$ cat src/rtl/core/ripv_pkg.sv
// Shared types and constants for the RIPv2 packet validator.
`timescale 1ns / 1ps
`default_nettype none

package ripv_pkg;

    typedef struct packed {
        logic [7:0] data_byte;
        logic       last_byte;
    } ripv_in_t;

    typedef struct packed {
        logic        kind;
        logic        last_of_run;
        logic [4:0]  entry_index;
        logic [31:0] dest_addr;
        logic [31:0] net_mask;
        logic [31:0] next_hop;
        logic [7:0]  metric;
        logic [2:0]  status;
        logic [7:0]  command;
        logic [4:0]  entry_count;
    } ripv_out_t;

    // One queue record: an entry result, a verdict, or both from one byte.
    typedef struct packed {
        logic        has_entry;
        logic        has_verdict;
        logic [4:0]  entry_index;
        logic [31:0] dest_addr;
        logic [31:0] net_mask;
        logic [31:0] next_hop;
        logic [7:0]  metric;
        logic [2:0]  entry_status;
        logic [2:0]  verdict_status;
        logic [7:0]  command;
        logic [4:0]  entry_count;
    } ripv_rec_t;

    localparam logic [11:0] COUNT_MAX = 12'd4095;
    localparam logic [11:0] HDR_LEN   = 12'd32;
    localparam logic [11:0] CMD_POS   = 12'd28;
    localparam logic [11:0] VER_POS   = 12'd29;

    localparam logic [4:0] ENTRY_LAST = 5'd19;
    localparam logic [4:0] OFF_ADDR   = 5'd4;
    localparam logic [4:0] OFF_MASK   = 5'd8;
    localparam logic [4:0] OFF_HOP    = 5'd12;
    localparam logic [4:0] OFF_METRIC = 5'd16;

    localparam logic [7:0] CMD_REQUEST  = 8'd1;
    localparam logic [7:0] CMD_RESPONSE = 8'd2;
    localparam logic [7:0] RIP_VERSION  = 8'd2;
    localparam logic [7:0] METRIC_MIN   = 8'h01;
    localparam logic [7:0] METRIC_MAX   = 8'h10;

    localparam logic [2:0] ST_OK          = 3'd0;
    localparam logic [2:0] ST_BAD_LENGTH  = 3'd1;
    localparam logic [2:0] ST_TOO_MANY    = 3'd2;
    localparam logic [2:0] ST_BAD_COMMAND = 3'd3;
    localparam logic [2:0] ST_BAD_VERSION = 3'd4;
    localparam logic [2:0] ST_BAD_MASK    = 3'd5;
    localparam logic [2:0] ST_BAD_METRIC  = 3'd6;

    localparam logic KIND_ENTRY   = 1'b0;
    localparam logic KIND_VERDICT = 1'b1;

    localparam int Q_DEPTH = 4;
    localparam int Q_AW    = 2;

endpackage

`default_nettype wire

$ cat src/rtl/core/ripv_front.sv
// Front end: byte accept, field capture, entry checks and verdict.
`timescale 1ns / 1ps
`default_nettype none

module ripv_front
    import ripv_pkg::*;
#(
    parameter int MAX_ENTRIES = 25
)
(
    input  wire logic      clk,
    input  wire logic      rst_n,
    input  wire logic      byte_valid,
    output logic           byte_stall,
    input  wire ripv_in_t  byte_beat,
    input  wire logic      q_full,
    output logic           q_push,
    output ripv_rec_t      q_rec
);

    localparam int IW = $clog2(MAX_ENTRIES + 2);
    localparam logic [IW-1:0] IDX_LIMIT = IW'(MAX_ENTRIES);
    localparam logic [IW-1:0] IDX_SAT   = IW'(MAX_ENTRIES + 1);

    logic [11:0]   count_reg, count_next;
    logic [4:0]    off_reg, off_next;
    logic [IW-1:0] idx_reg, idx_next;
    logic [31:0]   addr_reg, addr_next;
    logic [31:0]   mask_reg, mask_next;
    logic [31:0]   hop_reg, hop_next;
    logic [31:0]   metric_reg, metric_next;
    logic [7:0]    cmd_reg, cmd_next;
    logic [7:0]    ver_reg, ver_next;
    logic [2:0]    ferr_reg, ferr_next;

    logic       accept;
    logic       live;
    logic       in_entries;
    logic       take;
    logic       entry_done;
    logic       mask_ok;
    logic       metric_ok;
    logic [2:0] ent_status;
    logic [2:0] verdict_status;
    logic [7:0] b;

    assign byte_stall = q_full;
    assign accept     = byte_valid && !q_full;
    assign b          = byte_beat.data_byte;

    always_comb
    begin
        live       = count_reg != COUNT_MAX;
        in_entries = live && (count_reg >= HDR_LEN);
        take       = in_entries && (idx_reg < IDX_LIMIT);
        entry_done = take && (off_reg == ENTRY_LAST);

        count_next = live ? count_reg + 12'd1 : count_reg;
        off_next   = off_reg;
        idx_next   = idx_reg;
        if (in_entries)
        begin
            if (off_reg == ENTRY_LAST)
            begin
                off_next = 5'd0;
                idx_next = (idx_reg == IDX_SAT) ? idx_reg : idx_reg + IW'(1);
            end
            else
            begin
                off_next = off_reg + 5'd1;
            end
        end

        cmd_next = (live && count_reg == CMD_POS) ? b : cmd_reg;
        ver_next = (live && count_reg == VER_POS) ? b : ver_reg;

        addr_next   = addr_reg;
        mask_next   = mask_reg;
        hop_next    = hop_reg;
        metric_next = metric_reg;
        if (take)
        begin
            priority if (off_reg >= OFF_METRIC)
                metric_next = {metric_reg[23:0], b};
            else if (off_reg >= OFF_HOP)
                hop_next = {hop_reg[23:0], b};
            else if (off_reg >= OFF_MASK)
                mask_next = {mask_reg[23:0], b};
            else if (off_reg >= OFF_ADDR)
                addr_next = {addr_reg[23:0], b};
        end

        // ones then zeros: no set bit may sit below a clear one
        mask_ok   = ((mask_reg << 1) & ~mask_reg) == 32'd0;
        metric_ok = (metric_reg[23:0] == 24'd0) && (b >= METRIC_MIN) && (b <= METRIC_MAX);
        priority if (!mask_ok)
            ent_status = ST_BAD_MASK;
        else if (!metric_ok)
            ent_status = ST_BAD_METRIC;
        else
            ent_status = ST_OK;

        ferr_next = (entry_done && ferr_reg == ST_OK) ? ent_status : ferr_reg;

        priority if (count_next < HDR_LEN || off_next != 5'd0)
            verdict_status = ST_BAD_LENGTH;
        else if (idx_next > IDX_LIMIT)
            verdict_status = ST_TOO_MANY;
        else if (cmd_next != CMD_REQUEST && cmd_next != CMD_RESPONSE)
            verdict_status = ST_BAD_COMMAND;
        else if (ver_next != RIP_VERSION)
            verdict_status = ST_BAD_VERSION;
        else
            verdict_status = ferr_next;

        q_push = accept && (entry_done || byte_beat.last_byte);

        q_rec.has_entry      = entry_done;
        q_rec.has_verdict    = byte_beat.last_byte;
        q_rec.entry_index    = 5'(idx_reg);
        q_rec.dest_addr      = addr_reg;
        q_rec.net_mask       = mask_reg;
        q_rec.next_hop       = hop_reg;
        q_rec.metric         = b;
        q_rec.entry_status   = ent_status;
        q_rec.verdict_status = verdict_status;
        q_rec.command        = cmd_next;
        q_rec.entry_count    = (verdict_status == ST_OK) ? 5'(idx_next) : 5'd0;
    end

    always_ff @(posedge clk or negedge rst_n)
    begin
        if (!rst_n)
        begin
            count_reg <= '0;
            off_reg   <= '0;
            idx_reg   <= '0;
            cmd_reg   <= '0;
            ver_reg   <= '0;
            ferr_reg  <= ST_OK;
        end
        else if (accept)
        begin
            if (byte_beat.last_byte)
            begin
                count_reg <= '0;
                off_reg   <= '0;
                idx_reg   <= '0;
                cmd_reg   <= '0;
                ver_reg   <= '0;
                ferr_reg  <= ST_OK;
            end
            else
            begin
                count_reg <= count_next;
                off_reg   <= off_next;
                idx_reg   <= idx_next;
                cmd_reg   <= cmd_next;
                ver_reg   <= ver_next;
                ferr_reg  <= ferr_next;
            end
        end
    end

    // entry words are fully refilled before use, no reset needed
    always_ff @(posedge clk)
    begin
        if (accept)
        begin
            addr_reg   <= addr_next;
            mask_reg   <= mask_next;
            hop_reg    <= hop_next;
            metric_reg <= metric_next;
        end
    end

endmodule

`default_nettype wire

$ cat src/rtl/core/ripv_fifo.sv
// Short record queue between front end and result stage.
`timescale 1ns / 1ps
`default_nettype none

module ripv_fifo
    import ripv_pkg::*;
(
    input  wire logic      clk,
    input  wire logic      rst_n,
    input  wire logic      push,
    input  wire ripv_rec_t push_rec,
    input  wire logic      pop,
    output ripv_rec_t      head,
    output logic           nonempty,
    output logic           full
);

    ripv_rec_t       slot_reg [Q_DEPTH];
    logic [Q_AW-1:0] wr_ptr_reg;
    logic [Q_AW-1:0] rd_ptr_reg;
    logic [Q_AW:0]   cnt_reg, cnt_next;
    logic            do_push;
    logic            do_pop;

    assign nonempty = cnt_reg != '0;
    assign full     = cnt_reg == (Q_AW+1)'(Q_DEPTH);
    assign head     = slot_reg[rd_ptr_reg];
    assign do_push  = push && !full;
    assign do_pop   = pop && nonempty;

    always_comb
    begin
        cnt_next = cnt_reg;
        unique case ({do_push, do_pop})
            2'b10:   cnt_next = cnt_reg + (Q_AW+1)'(1);
            2'b01:   cnt_next = cnt_reg - (Q_AW+1)'(1);
            default: cnt_next = cnt_reg;
        endcase
    end

    always_ff @(posedge clk or negedge rst_n)
    begin
        if (!rst_n)
        begin
            wr_ptr_reg <= '0;
            rd_ptr_reg <= '0;
            cnt_reg    <= '0;
        end
        else
        begin
            if (do_push)
                wr_ptr_reg <= wr_ptr_reg + Q_AW'(1);
            if (do_pop)
                rd_ptr_reg <= rd_ptr_reg + Q_AW'(1);
            cnt_reg <= cnt_next;
        end
    end

    always_ff @(posedge clk)
    begin
        if (do_push)
            slot_reg[wr_ptr_reg] <= push_rec;
    end

endmodule

`default_nettype wire

$ cat src/rtl/core/ripv_back.sv
// Result stage: expands queue records into output beats.
`timescale 1ns / 1ps
`default_nettype none

module ripv_back
    import ripv_pkg::*;
(
    input  wire logic      clk,
    input  wire logic      rst_n,
    input  wire ripv_rec_t head,
    input  wire logic      q_nonempty,
    output logic           q_pop,
    output logic           result_valid,
    input  wire logic      result_stall,
    output ripv_out_t      result_beat
);

    logic      out_valid_reg, out_valid_next;
    logic      phase_reg, phase_next;
    ripv_out_t out_reg, out_next;
    logic      can_load;
    logic      load;

    assign result_valid = out_valid_reg;
    assign result_beat  = out_reg;

    always_comb
    begin
        can_load   = !out_valid_reg || !result_stall;
        load       = can_load && q_nonempty;
        q_pop      = 1'b0;
        phase_next = phase_reg;
        out_next   = out_reg;

        if (load)
        begin
            out_next.command = head.command;
            if (head.has_entry && !phase_reg)
            begin
                out_next.kind        = KIND_ENTRY;
                out_next.last_of_run = !head.has_verdict;
                out_next.entry_index = head.entry_index;
                out_next.dest_addr   = head.dest_addr;
                out_next.net_mask    = head.net_mask;
                out_next.next_hop    = head.next_hop;
                out_next.metric      = head.metric;
                out_next.status      = head.entry_status;
                out_next.entry_count = 5'd0;
                if (head.has_verdict)
                    phase_next = 1'b1;
                else
                    q_pop = 1'b1;
            end
            else
            begin
                out_next.kind        = KIND_VERDICT;
                out_next.last_of_run = 1'b1;
                out_next.entry_index = 5'd0;
                out_next.dest_addr   = 32'd0;
                out_next.net_mask    = 32'd0;
                out_next.next_hop    = 32'd0;
                out_next.metric      = 8'd0;
                out_next.status      = head.verdict_status;
                out_next.entry_count = head.entry_count;
                q_pop      = 1'b1;
                phase_next = 1'b0;
            end
        end

        out_valid_next = load ? 1'b1 : (can_load ? 1'b0 : out_valid_reg);
    end

    always_ff @(posedge clk or negedge rst_n)
    begin
        if (!rst_n)
        begin
            out_valid_reg <= 1'b0;
            phase_reg     <= 1'b0;
        end
        else
        begin
            out_valid_reg <= out_valid_next;
            phase_reg     <= phase_next;
        end
    end

    always_ff @(posedge clk)
    begin
        if (load)
            out_reg <= out_next;
    end

endmodule

`default_nettype wire

$ cat src/rtl/core/rip_packet_validator_core.sv
// Top level of the RIPv2 packet validator.
//
//  channel  | handshake                  | payload
//  ---------+----------------------------+------------------------------
//  bytes    | byte_valid / byte_stall    | byte_beat   (ripv_in_t)
//  results  | result_valid / result_stall| result_beat (ripv_out_t)
//
// One byte beat per cycle while byte_stall is low; each result passes through the queue, then the output register.
// A byte ending both an entry and the packet gives two result beats, entry
// then verdict, one after the other through the single output register.
// A four-record queue parts the front end from the result stage.
// Reset clears counters, captured header bytes and the queue.
// byte_stall rises only when the queue is full.
`timescale 1ns / 1ps
`default_nettype none

module rip_packet_validator_core
    import ripv_pkg::*;
#(
    parameter int MAX_ENTRIES = 25
)
(
    input  wire logic      clk,
    input  wire logic      rst_n,
    input  wire logic      byte_valid,
    output logic           byte_stall,
    input  wire ripv_in_t  byte_beat,
    output logic           result_valid,
    input  wire logic      result_stall,
    output ripv_out_t      result_beat
);

    logic      q_push;
    logic      q_pop;
    logic      q_full;
    logic      q_nonempty;
    ripv_rec_t q_rec;
    ripv_rec_t q_head;

    ripv_front #(
        .MAX_ENTRIES (MAX_ENTRIES)
    ) u_front (
        .clk        (clk),
        .rst_n      (rst_n),
        .byte_valid (byte_valid),
        .byte_stall (byte_stall),
        .byte_beat  (byte_beat),
        .q_full     (q_full),
        .q_push     (q_push),
        .q_rec      (q_rec)
    );

    ripv_fifo u_fifo (
        .clk      (clk),
        .rst_n    (rst_n),
        .push     (q_push),
        .push_rec (q_rec),
        .pop      (q_pop),
        .head     (q_head),
        .nonempty (q_nonempty),
        .full     (q_full)
    );

    ripv_back u_back (
        .clk          (clk),
        .rst_n        (rst_n),
        .head         (q_head),
        .q_nonempty   (q_nonempty),
        .q_pop        (q_pop),
        .result_valid (result_valid),
        .result_stall (result_stall),
        .result_beat  (result_beat)
    );

endmodule

`default_nettype wire

$ cat config.mk
export PLATFORM = sky130hd
export DESIGN_NAME = rip_packet_validator_core
export DESIGN_NICKNAME = d
export VERILOG_FILES = /design/src/rtl/core/ripv_pkg.sv /design/src/rtl/core/ripv_front.sv /design/src/rtl/core/ripv_fifo.sv /design/src/rtl/core/ripv_back.sv /design/src/rtl/core/rip_packet_validator_core.sv
export SDC_FILE = /design/constraint.sdc
export NUM_CORES = 1
export LEC_CHECK = 0
export ABC_AREA = 1
export BUFFER_PORTS_ARGS = -buffer_cell sky130_fd_sc_hd__buf_2
export CORE_ASPECT_RATIO = 2
export CORE_MARGIN = 3
export CORE_UTILIZATION = 56
export CTS_CLUSTER_DIAMETER = 30
export DETAILED_ROUTE_END_ITERATION = 10
export PLACE_DENSITY_LB_ADDON = 0.15
export SYNTH_ARGS = -nofsm -noshare
export SYNTH_HDL_FRONTEND = slang
export SYNTH_HIERARCHICAL = 1
export SYNTH_SLANG_ARGS = --single-unit
$ cat constraint.sdc
create_clock -name clk -period 8.8 [get_ports clk]
set_input_delay 0.88 -clock clk [delete_from_list [all_inputs] [get_ports clk]]
set_output_delay 0.88 -clock clk [all_outputs]
set_load 0.005 [all_outputs]
# Word-level counts from Yosys, hierarchy flattened
# Memories as Yosys holds them, arrays and structs flattened.
# Cells that the tools add are included.
# classes
muxes	33
bitwise	5
reduce_logical	36
n_addsub	7
magnitude_cmp	10
n_eq_ne	12
# op_table
operator	n
$mux 114	1
$mux 5	8
$and 32x32->32	1
$logic_not 32->1	1
$mux 8	4
$not 32->32	1
$eq 12x5->1 const B	2
$logic_not 24->1	1
$mux 12	2
$mux 3	8
$ne 8x2->1 const B	2
$logic_and 1x1->1	15
$add 12x1->12 const B	1
$ge 12x6->1 const B	1
$lt 12x6->1 const B	1
$ne 12x12->1 const B	1
$add 5x1->5 const B	2
$eq 5x5->1 const B	2
$ge 5x4->1 const B	2
$mux 1	9
$ge 8x1->1 const B	1
$le 8x5->1 const B	1
$ne 8x1->1 const B	1
$logic_not 3->1	2
other kinds (23)	33
# totals
memories	1
elab_cells	129
register_bits	297
in_bits	13
mem_bits_rw	520
# memory_table
memory	depth	width	read_ports	rd_clocked_by_memory_dff	write_ports	line_no	source
u_fifo.slot_reg	4	130	1	0	1	ripv_fifo.sv:18	ripv_rec_t slot_reg [Q_DEPTH];

# Depth between registers and ports, before layout
# Gate-level depths: netlist of the first run.
# logic_depth
depth_word	12
mapped_depth	19
ltp_nobuf	17

# Cells and area by module
# Netlist of the first run, hierarchy kept.
# modules_own_cells
mod	cells_per_inst	n_inst	seq_area_each_um2	area_each_um2
ripv_fifo	1577	1	15790.1	21215.3
ripv_front	687	1	4629.4	7118.1
ripv_back	392	1	3863.7	5516.5

# Worst setup path before layout of the first run
# No wires, ideal clock.
# synth_timing
kind	input -> register
from	in result_stall
to	reg u_fifo.cnt_reg[2]
setup_ps	117
path_slack_ps	82
path_stages	12
t_required_ps	8683
t_arrival_ps	8601
path_cell_list	a21oi_1 -> nand2_1 -> inv_1 -> nand2_1 -> inv_1 -> ha_1 -> inv_1 -> fa_1 -> nand2_1 -> nand3_1 -> nand2_1 -> nand2_1
# synth_via
elab_chain_cells	7
elab_cells_between_ends	9
# synth_rtl
element	line_no	source
start, declared	rip_packet_validator_core.sv:29	input wire logic result_stall,
$logic_not 1->1 *	ripv_back.sv:29	can_load = !out_valid_reg || !result_stall;
$logic_or 1x1->1 *	ripv_back.sv:29	
$logic_and 1x1->1 *	ripv_back.sv:30	load = can_load && q_nonempty;
$mux 1 *	ripv_back.sv:35	if (load)
net q_pop	rip_packet_validator_core.sv:34	logic q_pop;
$logic_and 1x1->1 *	ripv_fifo.sv:29	assign do_pop = pop && nonempty;
net u_fifo.do_pop	ripv_fifo.sv:23	logic do_pop;
$eq 2x1->1 or $eq 2x2->1 (tied branches)	ripv_fifo.sv:34	unique case ({do_push, do_pop})
$pmux 3 s2 or $reduce_bool 2->1 (tied branches)	-	
end signal, assigned	ripv_fifo.sv:55	cnt_reg <= cnt_next;
end, declared	ripv_fifo.sv:21	logic [Q_AW:0] cnt_reg, cnt_next;
# Mark *: on every way through the listed nets, which the timed path passes. The rest lies on a longest branch.
# A chain may end at the register's enable or synchronous reset.

# Worst setup path after layout of the first run
# layout_timing
from	reg u_fifo.cnt_reg[0]
to	mem u_fifo/slot_reg[1][20] (netlist bit) (enable)
# layout_via
elab_chain_cells	7
# layout_rtl
element	line_no	source
$eq 3x3->1	ripv_fifo.sv:26	assign full = cnt_reg == (Q_AW+1)'(Q_DEPTH);
$logic_not 1->1	ripv_front.sv:48	assign accept = byte_valid && !q_full;
$logic_and 1x1->1	ripv_front.sv:48	
$logic_and 1x1->1	ripv_front.sv:116	q_push = accept && (entry_done || byte_beat.last_byte);
net q_push	rip_packet_validator_core.sv:33	logic q_push;
$logic_and 1x1->1	ripv_fifo.sv:28	assign do_push = push && !full;
$mux 1	ripv_fifo.sv:61	if (do_push)
$mux 1 (not written as such)	ripv_fifo.sv:62	slot_reg[wr_ptr_reg] <= push_rec;
end, declared	ripv_fifo.sv:18	
# The timed path passes the listed nets, and every way through them passes these cells.

==> results.sh, run 1 <==
export IMPL_status="completed"
export IMPL_switching_share_pct=32.6
export IMPL_fin_crit_sh_pct=48.4
export IMPL_slew_headroom_pct=23.9
export IMPL_synth_xor_area_share_pct=0.181
export IMPL_die_h_um=354
export IMPL_largest_register_ffs=520
export IMPL_hold_viol=0
export IMPL_synthArstFlopShare_pct=6.12
export IMPL_portBuffers=141
export IMPL_synthAdderAreaFrac_pct=0.503
export IMPL_clk_pin_slew_worst_paths_ps=60
export IMPL_synth_commonest_cells="767 x edfxtp_1, 595 x nand2_1, 487 x inv_1, 260 x o211ai_1, 114 x nor2_1"
export IMPL_cp_slowest_cell="nor2_4"
export IMPL_power_total_mw=12.1
export IMPL_power_leakage_nw=15.2
export IMPL_whs_ps=364
export IMPL_yosysTopAreaCell="edfxtp_1"
export IMPL_ys_ff_latch=817
export IMPL_synthCells=2656
export IMPL_tritoncts="yes"
export IMPL_vias=19272
export IMPL_yosys_area_share_simple_pct=12.0
export IMPL_p_clk_share_pct=32.1
export IMPL_synth_nets=2682
export IMPL_die_x_um=180
export IMPL_synth_flop_cell="edfxtp_1"
export IMPL_drt_iter0_drc=1340
export IMPL_netSwitchingPower_mw=3.93
export IMPL_grt_pass1_wl_um=104000
export IMPL_rsz0062_at_grt="false"
export IMPL_root_buffer="clkbuf_16"
export IMPL_globalRouteTotalUtil_pct=20.6
export IMPL_crit_fanout=54
export IMPL_vias_per_cell=5.30
export IMPL_synth_area_leaders="edfxtp_1 68%, nand2_1 6.6%, o211ai_1 5.8%"
export IMPL_die_area_um2=63600
export IMPL_ioPinCount=142
export IMPL_cp_arrival_ps=4500
export IMPL_initial_core_util_pct=57.0
export IMPL_clk_path_buf_depth=3
export IMPL_core_area_um2=59400
export IMPL_postRouteAntennaNets=0
export IMPL_antenna_cells=0
export IMPL_synth_area_per_cell_um2=12.7
export IMPL_grt_start_max_net_pins=194
export IMPL_synth_most_common_cell="edfxtp_1"
export IMPL_fin_nets=2819
export IMPL_cts_buffers=91
export IMPL_muxShareOfSynthArea_pct=0
export IMPL_synth_compound_area_share_pct=6.95
export IMPL_rows=126
export IMPL_cts_setup_buffers=0
export IMPL_start_kind="flop"
export IMPL_worst_pin_slew_ps=1140
export IMPL_cts_htree_levels=3
export IMPL_finalClockSkew_ps=23.4
export IMPL_cp_end_kind="flop"
export IMPL_slew_violations=0
export IMPL_intPower_mw=8.12
export IMPL_yosysTopAreaCellShare_pct=68.0
export IMPL_r2r_start="u_fifo/cnt_reg[0]$_DFFE_PN0P_"
export IMPL_placedCellCount=3468
export IMPL_finalSetupViolCount=0
export IMPL_slowest_delay_ps=820
export IMPL_cpMostUsedCell="inv_1"
export IMPL_totalWireLength_um=65800
export IMPL_p_comb_share_pct=25.2
export IMPL_firstDrtPassIters=5
export IMPL_synth_cell_types=38
export IMPL_syn_to_final_growth_pct=11.9
export IMPL_hpwl_um=38800
export IMPL_ctsHoldBuffers=0
export IMPL_layout_drive_gt1_share_pct=15.0
export IMPL_required_ps=9050
export IMPL_synthesis_area_um2=33800
export IMPL_crit_start="u_fifo/cnt_reg[0]$_DFFE_PN0P_"
export IMPL_period_minus_slack_ps=4260
export IMPL_grt_pass1_vias=19504
export IMPL_maxCapViolCount=0
export IMPL_fin_util_pct=63.7
export IMPL_hp_class="in2async"
export IMPL_grt_ovfl_total=0
export IMPL_p_seq_share_pct=42.7
export IMPL_drc=0
export IMPL_seq_area_frac_synth_pct=71.7
export IMPL_power_density_nw_per_um2=318
export IMPL_wl_per_cell_um=18.1
export IMPL_cts_resized=0
export IMPL_fin_tns_setup_ps=0
export IMPL_fmax_mhz=235
export IMPL_synth_edf_count=767
export IMPL_clock_latency_ps=630
export IMPL_crit_chain="inv_1, nand3_1, inv_1, nor2_1, buf_4, inv_1, a21oi_1, nand2_1, nor2_4, buf_4"
export IMPL_vdd_ir_drop_max_uv=288
export IMPL_synth_top_family_by_area="simple AND/OR/NAND/NOR gates"
export IMPL_antenna_found_initial=0
export IMPL_synth_warnings=6
export IMPL_critPathKind="reg2reg"
export IMPL_cts_num_sinks=817
export IMPL_gp_congestion=0.867
export IMPL_post_layout_nonfiller_instances=3637
## power by group through the flow
| stage | combinational, mW | sequential [mW] | clock, mW |
|---|---|---|---|
| after floorplan | 2.35 | 5.32 | 0 |
| after global placement | 3.03 | 5.22 | 0 |
| after detailed placement | 3.09 | 5.23 | 0 |
| after CTS | 3.11 | 5.15 | 3.94 |
| after global routing | 3.40 | 5.20 | 4.12 |
| final | 3.04 | 5.15 | 3.86 |
## layout by cell type (no fill, tap or decap), drive strengths merged
| cell type | instances |
|---|---|
| edfxtp | 767 |
| clkinv | 24 |
| nand3b | 1 |
| inv | 526 |
| xor2 | 6 |
| a22oi | 1 |
| nor4 | 3 |
| clkinvlp | 3 |
| fa | 1 |
| nand3 | 58 |
| nor2 | 190 |
| o21ai | 31 |
| o211ai | 260 |
| nand4 | 12 |
| dfrtp | 50 |
| o21a | 1 |
| a31oi | 3 |
| nor3 | 10 |
| clkbuf | 102 |
| nand2 | 600 |
| ha | 12 |
| o22ai | 19 |
| bufinv | 7 |
| buf | 167 |
| a21oi | 8 |
| a22o | 6 |
| xnor2 | 1 |
## cells by family after synthesis
group                      count (synthesis)
adders and majority gates                 13
AOI/OAI and AO/OA                        329
and+or+nand+nor                          874
DFF                                      817
xor gates and xnor gates                   7
buffers and inverters                    616
## through the flow
stage / area (um2) / worst slack [ps]
after floorplan: 33900 / 82.4
after global placement: 34700 / 4300
after detailed placement: 34700 / 4250
after CTS: 37900 / 4530
after global routing: 37900 / 4230
final: 37900 / 4540
## final timing paths
check / cells after the start / to / slack, ps
max: 10 / u_fifo/slot_reg[1][20]$_DFFE_PP_ / 4540
min: 2 / u_back/result_valid$_DFFE_PN0P_ / 360
max reg2reg: 10 / u_fifo/slot_reg[1][20]$_DFFE_PP_ / 4540
min reg2reg: 0 / u_front/metric_reg[13]$_DFFE_PP_ / 440
max in group asynchronous: 2 / u_fifo/rd_ptr_reg[1]$_DFFE_PN0P_ / 7940
min in group clk: 0 / u_front/metric_reg[13]$_DFFE_PP_ / 440
## worst max-delay path: cells and delay by family (launching register included)
family / cells / cell delay [ps]
flip-flops: 1 / 370
buffers and inverters: 5 / 1580
AO/OA/AOI/OAI: 1 / 380
AND/OR/NAND/NOR: 4 / 1470
## metal layers
metal,vias to the layer above,GRT usage (%),share of wire [%]
li1,9270,-,-
met1,9348,24.1,39
met2,516,37.7,53
met3,138,3.21,4.8
met4,0,8.44,3.5
met5,-,0,0
## cell type report
cell class | instances | area, um2
clock buffers | 102 | 2400
clock inverters | 67 | 748
fillers | 4344 | 21600
inverters | 493 | 1860
multi-input cells | 1223 | 6710
flip-flops and latches | 817 | 24300
well taps | 768 | 961
repair buffers | 167 | 913
(Power assumes the default switching activity.)
==> inputs of run 2 (changes only) <==
CORE_UTILIZATION = 61   (was 56)
clock period = 4.29 ns   (was 8.8 ns; I/O delays follow)
==> results.sh, run 2 (synthesized netlist as in run 1, its figures left out) <==
export IMPL_critPathKind="reg2reg"
export IMPL_hpwl_um=39400
export IMPL_dp_slack_ps=904
export IMPL_globalRouteTotalUtil_pct=23.1
export IMPL_grtUsageMet3_pct=3.26
export IMPL_grt_pass1_vias=20307
export IMPL_slew_violations=0
export IMPL_maxCapViolCount=0
export IMPL_grt_use_met1_pct=26.3
export IMPL_cp_end_kind="flop"
export IMPL_slew_headroom_pct=20.5
export IMPL_postRouteAntennaNets=0
export IMPL_postPlaceCellArea_um2=34900
export IMPL_hp_class="in2reg"
export IMPL_worst_slack_ps=902
export IMPL_die_x_um=173
export IMPL_crit_fanout=46
export IMPL_num_fill_cells=3770
export IMPL_cts_num_sinks=817
export IMPL_firstDrtPassIters=5
export IMPL_syn_to_final_growth_pct=12.4
export IMPL_start_kind="flop"
export IMPL_die_h_um=339
export IMPL_power_density_nw_per_um2=652
export IMPL_hold_viol=0
export IMPL_totalWireLength_um=67400
export IMPL_whs_ps=109
export IMPL_wl_per_cell_um=18.6
export IMPL_clk_path_buf_depth=3
export IMPL_grt_busiest_layer="met2"
export IMPL_power_leakage_nw=15.3
export IMPL_tritoncts="yes"
export IMPL_fin_area_um2=38100
export IMPL_root_buffer="clkbuf_16"
export IMPL_ioPinCount=142
export IMPL_status="completed"
export IMPL_grt_pass1_wl_um=106000
export IMPL_gp_congestion=0.885
export IMPL_fin_crit_sh_pct=79.0
export IMPL_drc=0
export IMPL_finalSetupViolCount=0
export IMPL_largest_register_ffs=520
export IMPL_die_area_um2=58500
export IMPL_fin_nets=2827
export IMPL_vdd_ir_drop_max_uv=543
export IMPL_antenna_found_initial=0
export IMPL_antenna_cells=0
export IMPL_layout_drive_gt1_share_pct=15.3
export IMPL_fin_util_pct=69.6
export IMPL_slowest_delay_ps=610
export IMPL_cts_setup_buffers=0
export IMPL_drt_iter0_drc=1220
export IMPL_period_minus_slack_ps=3390
export IMPL_final_common_cell="edfxtp_1"
export IMPL_fmax_mhz=295
export IMPL_crit_chain="ha_1, nand3_1, inv_1, nand4_1, a21oi_1, nand2_1, nor2_4, buf_12"
export IMPL_rsz0062_at_grt="false"
export IMPL_cp_arrival_ps=3690
export IMPL_vias_per_cell=5.40
export IMPL_required_ps=4590
export IMPL_grt_start_max_net_pins=265
export IMPL_mostFrequentLayoutCells="767 x edfxtp_1, 595 x nand2_1, 487 x inv_1, 260 x o211ai_1, 141 x buf_2"
export IMPL_core_area_um2=54700
export IMPL_clock_latency_ps=640
export IMPL_worst_pin_slew_ps=1190
export IMPL_vias=19532
export IMPL_cp_slowest_cell="nor2_4"
export IMPL_clk_pin_slew_worst_paths_ps=60
export IMPL_cts_resized=0
export IMPL_met2_usage_pct=43.5
export IMPL_cts_htree_levels=3
export IMPL_portBuffers=141
export IMPL_finalClockSkew_ps=17.4
export IMPL_rows=121
export IMPL_initial_core_util_pct=61.9
export IMPL_grt_ovfl_total=0
export IMPL_cts_buffers=92
==> run 2: area by class of cell <==
type | instances | area, um2 | share of cell area (%)
multi-input cells | 1223 | 6710 | 17.6
clock inverters | 74 | 818 | 2.15
inverters | 493 | 1860 | 4.89
well taps | 738 | 923 | 2.43
flip-flops and latches | 817 | 24300 | 63.8
clock buffers | 96 | 2340 | 6.15
repair buffers | 174 | 1120 | 2.94
==> run 2: critical path, delay by kind of cell (launching register included) <==
kind	cells	cell delay (ps)
AND/OR/NAND/NOR	4	1420
buffers and inverters	2	610
flip-flops	1	400
AO/OA/AOI/OAI	1	340
adder cells (fa/ha/maj)	1	240
==> run 2: repair_timing <==
item	CTS	global route
hold endpoints to repair	50	0
hold buffers	1	0
setup endpoints to repair	0	0
==> run 2: path summary, 6_finish.rpt <==
kind / startpoint / endpoint / cells after the start / slack (ps)
max in group asynchronous: rst_n / u_fifo/rd_ptr_reg[1]$_DFFE_PN0P_ / 3 / 3310
min in group asynchronous: rst_n / u_fifo/rd_ptr_reg[1]$_DFFE_PN0P_ / 3 / 460
min: result_stall / u_back/result_valid$_DFFE_PN0P_ / 3 / 110
max: u_front/off_reg[0]$_DFFE_PN0P_ / u_fifo/slot_reg[2][63]$_DFFE_PP_ / 8 / 900
min reg2reg: u_front/metric_reg[6]$_DFFE_PP_ / u_front/metric_reg[14]$_DFFE_PP_ / 0 / 440
max reg2reg: u_front/off_reg[0]$_DFFE_PN0P_ / u_fifo/slot_reg[2][63]$_DFFE_PP_ / 8 / 900
==> run 2: routing by layer <==
layer	routed length (um)	vias up
met5	0	-
met4	1860	0
met3	3120	130
met2	37000	533
met1	25400	9581
li1	-	9288
==> run 2: report_power, final <==
part           switching, mW  internal (mW)  total [mW]  leakage [nW]
clock                   3.43           4.47        7.90          1.53
combinational           4.39           1.94        6.32          6.00
sequential             0.396           10.2        10.6          7.74
total                   8.22           16.6        24.8          15.3
==> run 2: per-stage QoR <==
step / setup TNS [ps] / total power [mW] / instances
floorplan: -620090 / 15.6 / 2656
global placement: 0 / 16.9 / 3444
detailed placement: 0 / 17.1 / 3444
CTS: 0 / 25.1 / 3615
global route: 0 / 26.1 / 3615
finish: 0 / 24.8 / 3615
==> inputs of run 3 (changes only) <==
CORE_UTILIZATION = 56   (was 61)
clock period = 3 ns   (was 4.29 ns; I/O delays follow)
==> results.sh, run 3 (synthesized netlist as in run 1, its figures left out) <==
export IMPL_rows=126
export IMPL_worst_pin_slew_ps=1180
export IMPL_tritoncts="yes"
export IMPL_syn_to_final_growth_pct=14.4
export IMPL_antenna_found_initial=0
export IMPL_cp_arrival_ps=3200
export IMPL_layout_drive_gt1_share_pct=16.8
export IMPL_die_area_um2=63600
export IMPL_grt_pass1_wl_um=108000
export IMPL_hold_start="byte_beat[0]"
export IMPL_hold_viol=0
export IMPL_finalClockSkew_ps=32.3
export IMPL_globalRouteTotalUtil_pct=21.6
export IMPL_required_ps=3430
export IMPL_start_kind="flop"
export IMPL_portBuffers=141
export IMPL_vias=19525
export IMPL_grt_ovfl_total=0
export IMPL_core_area_um2=59400
export IMPL_die_x_um=180
export IMPL_clk_path_buf_depth=3
export IMPL_fin_tns_setup_ps=0
export IMPL_vdd_ir_drop_max_uv=1350
export IMPL_worst_slack_ps=233
export IMPL_gp_congestion=0.849
export IMPL_postRouteAntennaNets=0
export IMPL_ioPinCount=142
export IMPL_whs_ps=54.0
export IMPL_dp_slack_ps=215
export IMPL_antenna_cells=0
export IMPL_critPathKind="reg2reg"
export IMPL_cts_setup_buffers=0
export IMPL_crit_start="u_front/count_reg[0]$_DFFE_PN0P_"
export IMPL_drc=0
export IMPL_fin_util_pct=65.2
export IMPL_clk_pin_slew_worst_paths_ps=70
export IMPL_power_leakage_nw=15.5
export IMPL_firstDrtPassIters=6
export IMPL_totalWireLength_um=67900
export IMPL_fin_crit_sh_pct=92.2
export IMPL_grt_start_max_net_pins=174
export IMPL_slew_violations=0
export IMPL_r2r_start="u_front/count_reg[0]$_DFFE_PN0P_"
export IMPL_finalSetupViolCount=0
export IMPL_crit_fanout=14
export IMPL_mostFrequentLayoutCells="767 x edfxtp_1, 592 x nand2_1, 480 x inv_1, 260 x o211ai_1, 141 x buf_2"
export IMPL_wl_per_cell_um=18.5
export IMPL_initial_core_util_pct=57.0
export IMPL_fin_nets=2857
export IMPL_cts_num_sinks=817
export IMPL_clock_latency_ps=640
export IMPL_num_fill_cells=4288
export IMPL_root_buffer="clkbuf_16"
export IMPL_cts_buffers=92
export IMPL_power_density_nw_per_um2=934
export IMPL_cts_htree_levels=3
export IMPL_fmax_mhz=361
export IMPL_status="completed"
export IMPL_power_total_mw=36.2
export IMPL_final_common_cell="edfxtp_1"
export IMPL_period_minus_slack_ps=2770
export IMPL_hpwl_um=41100
export IMPL_drt_iter0_drc=1428
export IMPL_rsz0062_at_grt="false"
export IMPL_die_h_um=354
export IMPL_vias_per_cell=5.31
export IMPL_cp_end_kind="flop"
export IMPL_slew_headroom_pct=21.6
export IMPL_maxCapViolCount=0
export IMPL_largest_register_ffs=520
export IMPL_hp_class="in2reg"
export IMPL_grt_pass1_vias=19975
==> run 3: cell types whose count changed in the layout (fill, tap and decap cells not counted), moves of 4 or more <==
cell / previous run / this run
clkinv_2: 12 / 3
buf_12: 13 / 23
inv_2: 4 / 11
bufinv_16: 5 / 10
buf_4: 19 / 38
inv_8: 13 / 9
inv_1: 487 / 480
clkinv_8: 7 / 15
==> run 3: report_power, final <==
| part | internal (mW) | switching [mW] | leakage, nW | total, mW |
|---|---|---|---|---|
| clock | 6.89 | 4.93 | 1.59 | 11.8 |
| sequential | 14.5 | 0.462 | 7.74 | 15.0 |
| combinational | 2.92 | 6.42 | 6.18 | 9.33 |
==> run 3: cell type report <==
| cell class | instances | area [um2] | share of cell area [%] |
|---|---|---|---|
| multi-input cells | 1223 | 6810 | 17.6 |
| inverters | 493 | 1860 | 4.80 |
| well taps | 768 | 961 | 2.48 |
| flip-flops and latches | 817 | 24300 | 62.7 |
| clock buffers | 100 | 2370 | 6.13 |
| repair buffers | 204 | 1470 | 3.80 |
| clock inverters | 71 | 960 | 2.48 |
==> run 3: per-stage QoR <==
step	instance area, um2	instances
after global routing	38700	3676
after detailed placement	35400	3503
final	38700	3676
after floorplan	34000	2656
after CTS	38700	3676
after global placement	35400	3503
==> run 3: critical path: stages (launching register included) <==
cell and delay (ps):
dfrtp_1 440, inv_1 140, ha_1 200, inv_1 80, nor3_4 240, nand2_4 160
nand2_1 100, o21ai_1 140, nor2_1 150, nand2_1 90, nor2_2 200, nand2_2 130
nor2_4 160, nand3_4 120, nor3_2 240
==> run 3: path summary, 6_finish.rpt <==
check | to | slack (ps) | depth (start not counted)
setup / recovery | u_fifo/slot_reg[3][3]$_DFFE_PP_ | 230 | 14
hold / removal | u_fifo/slot_reg[3][128]$_DFFE_PP_ | 50 | 2
setup reg to reg | u_fifo/slot_reg[3][3]$_DFFE_PP_ | 230 | 14
hold reg to reg | u_front/metric_reg[14]$_DFFE_PP_ | 450 | 0
max in group asynchronous | u_front/cmd_reg[5]$_DFFE_PN0P_ | 2110 | 3
min in group asynchronous | u_back/result_valid$_DFFE_PN0P_ | 150 | 2
==> run 3: timing repair <==
| item | CTS | global route |
|---|---|---|
| hold buffers | 2 | 0 |
| endpoints found under the setup margin | 0 | 24 |
| hold endpoints to repair | 18 | 0 |
| resized for setup | 0 | 2 |
==> run 3: layer usage <==
layer  vias up  track usage, %  share of wire, %
met4         0            8.94               3.7
met1      9509            25.3                38
met5         -               0                 0
met3       144            3.10               4.5
met2       511            39.6                53
li1       9361               -                 -
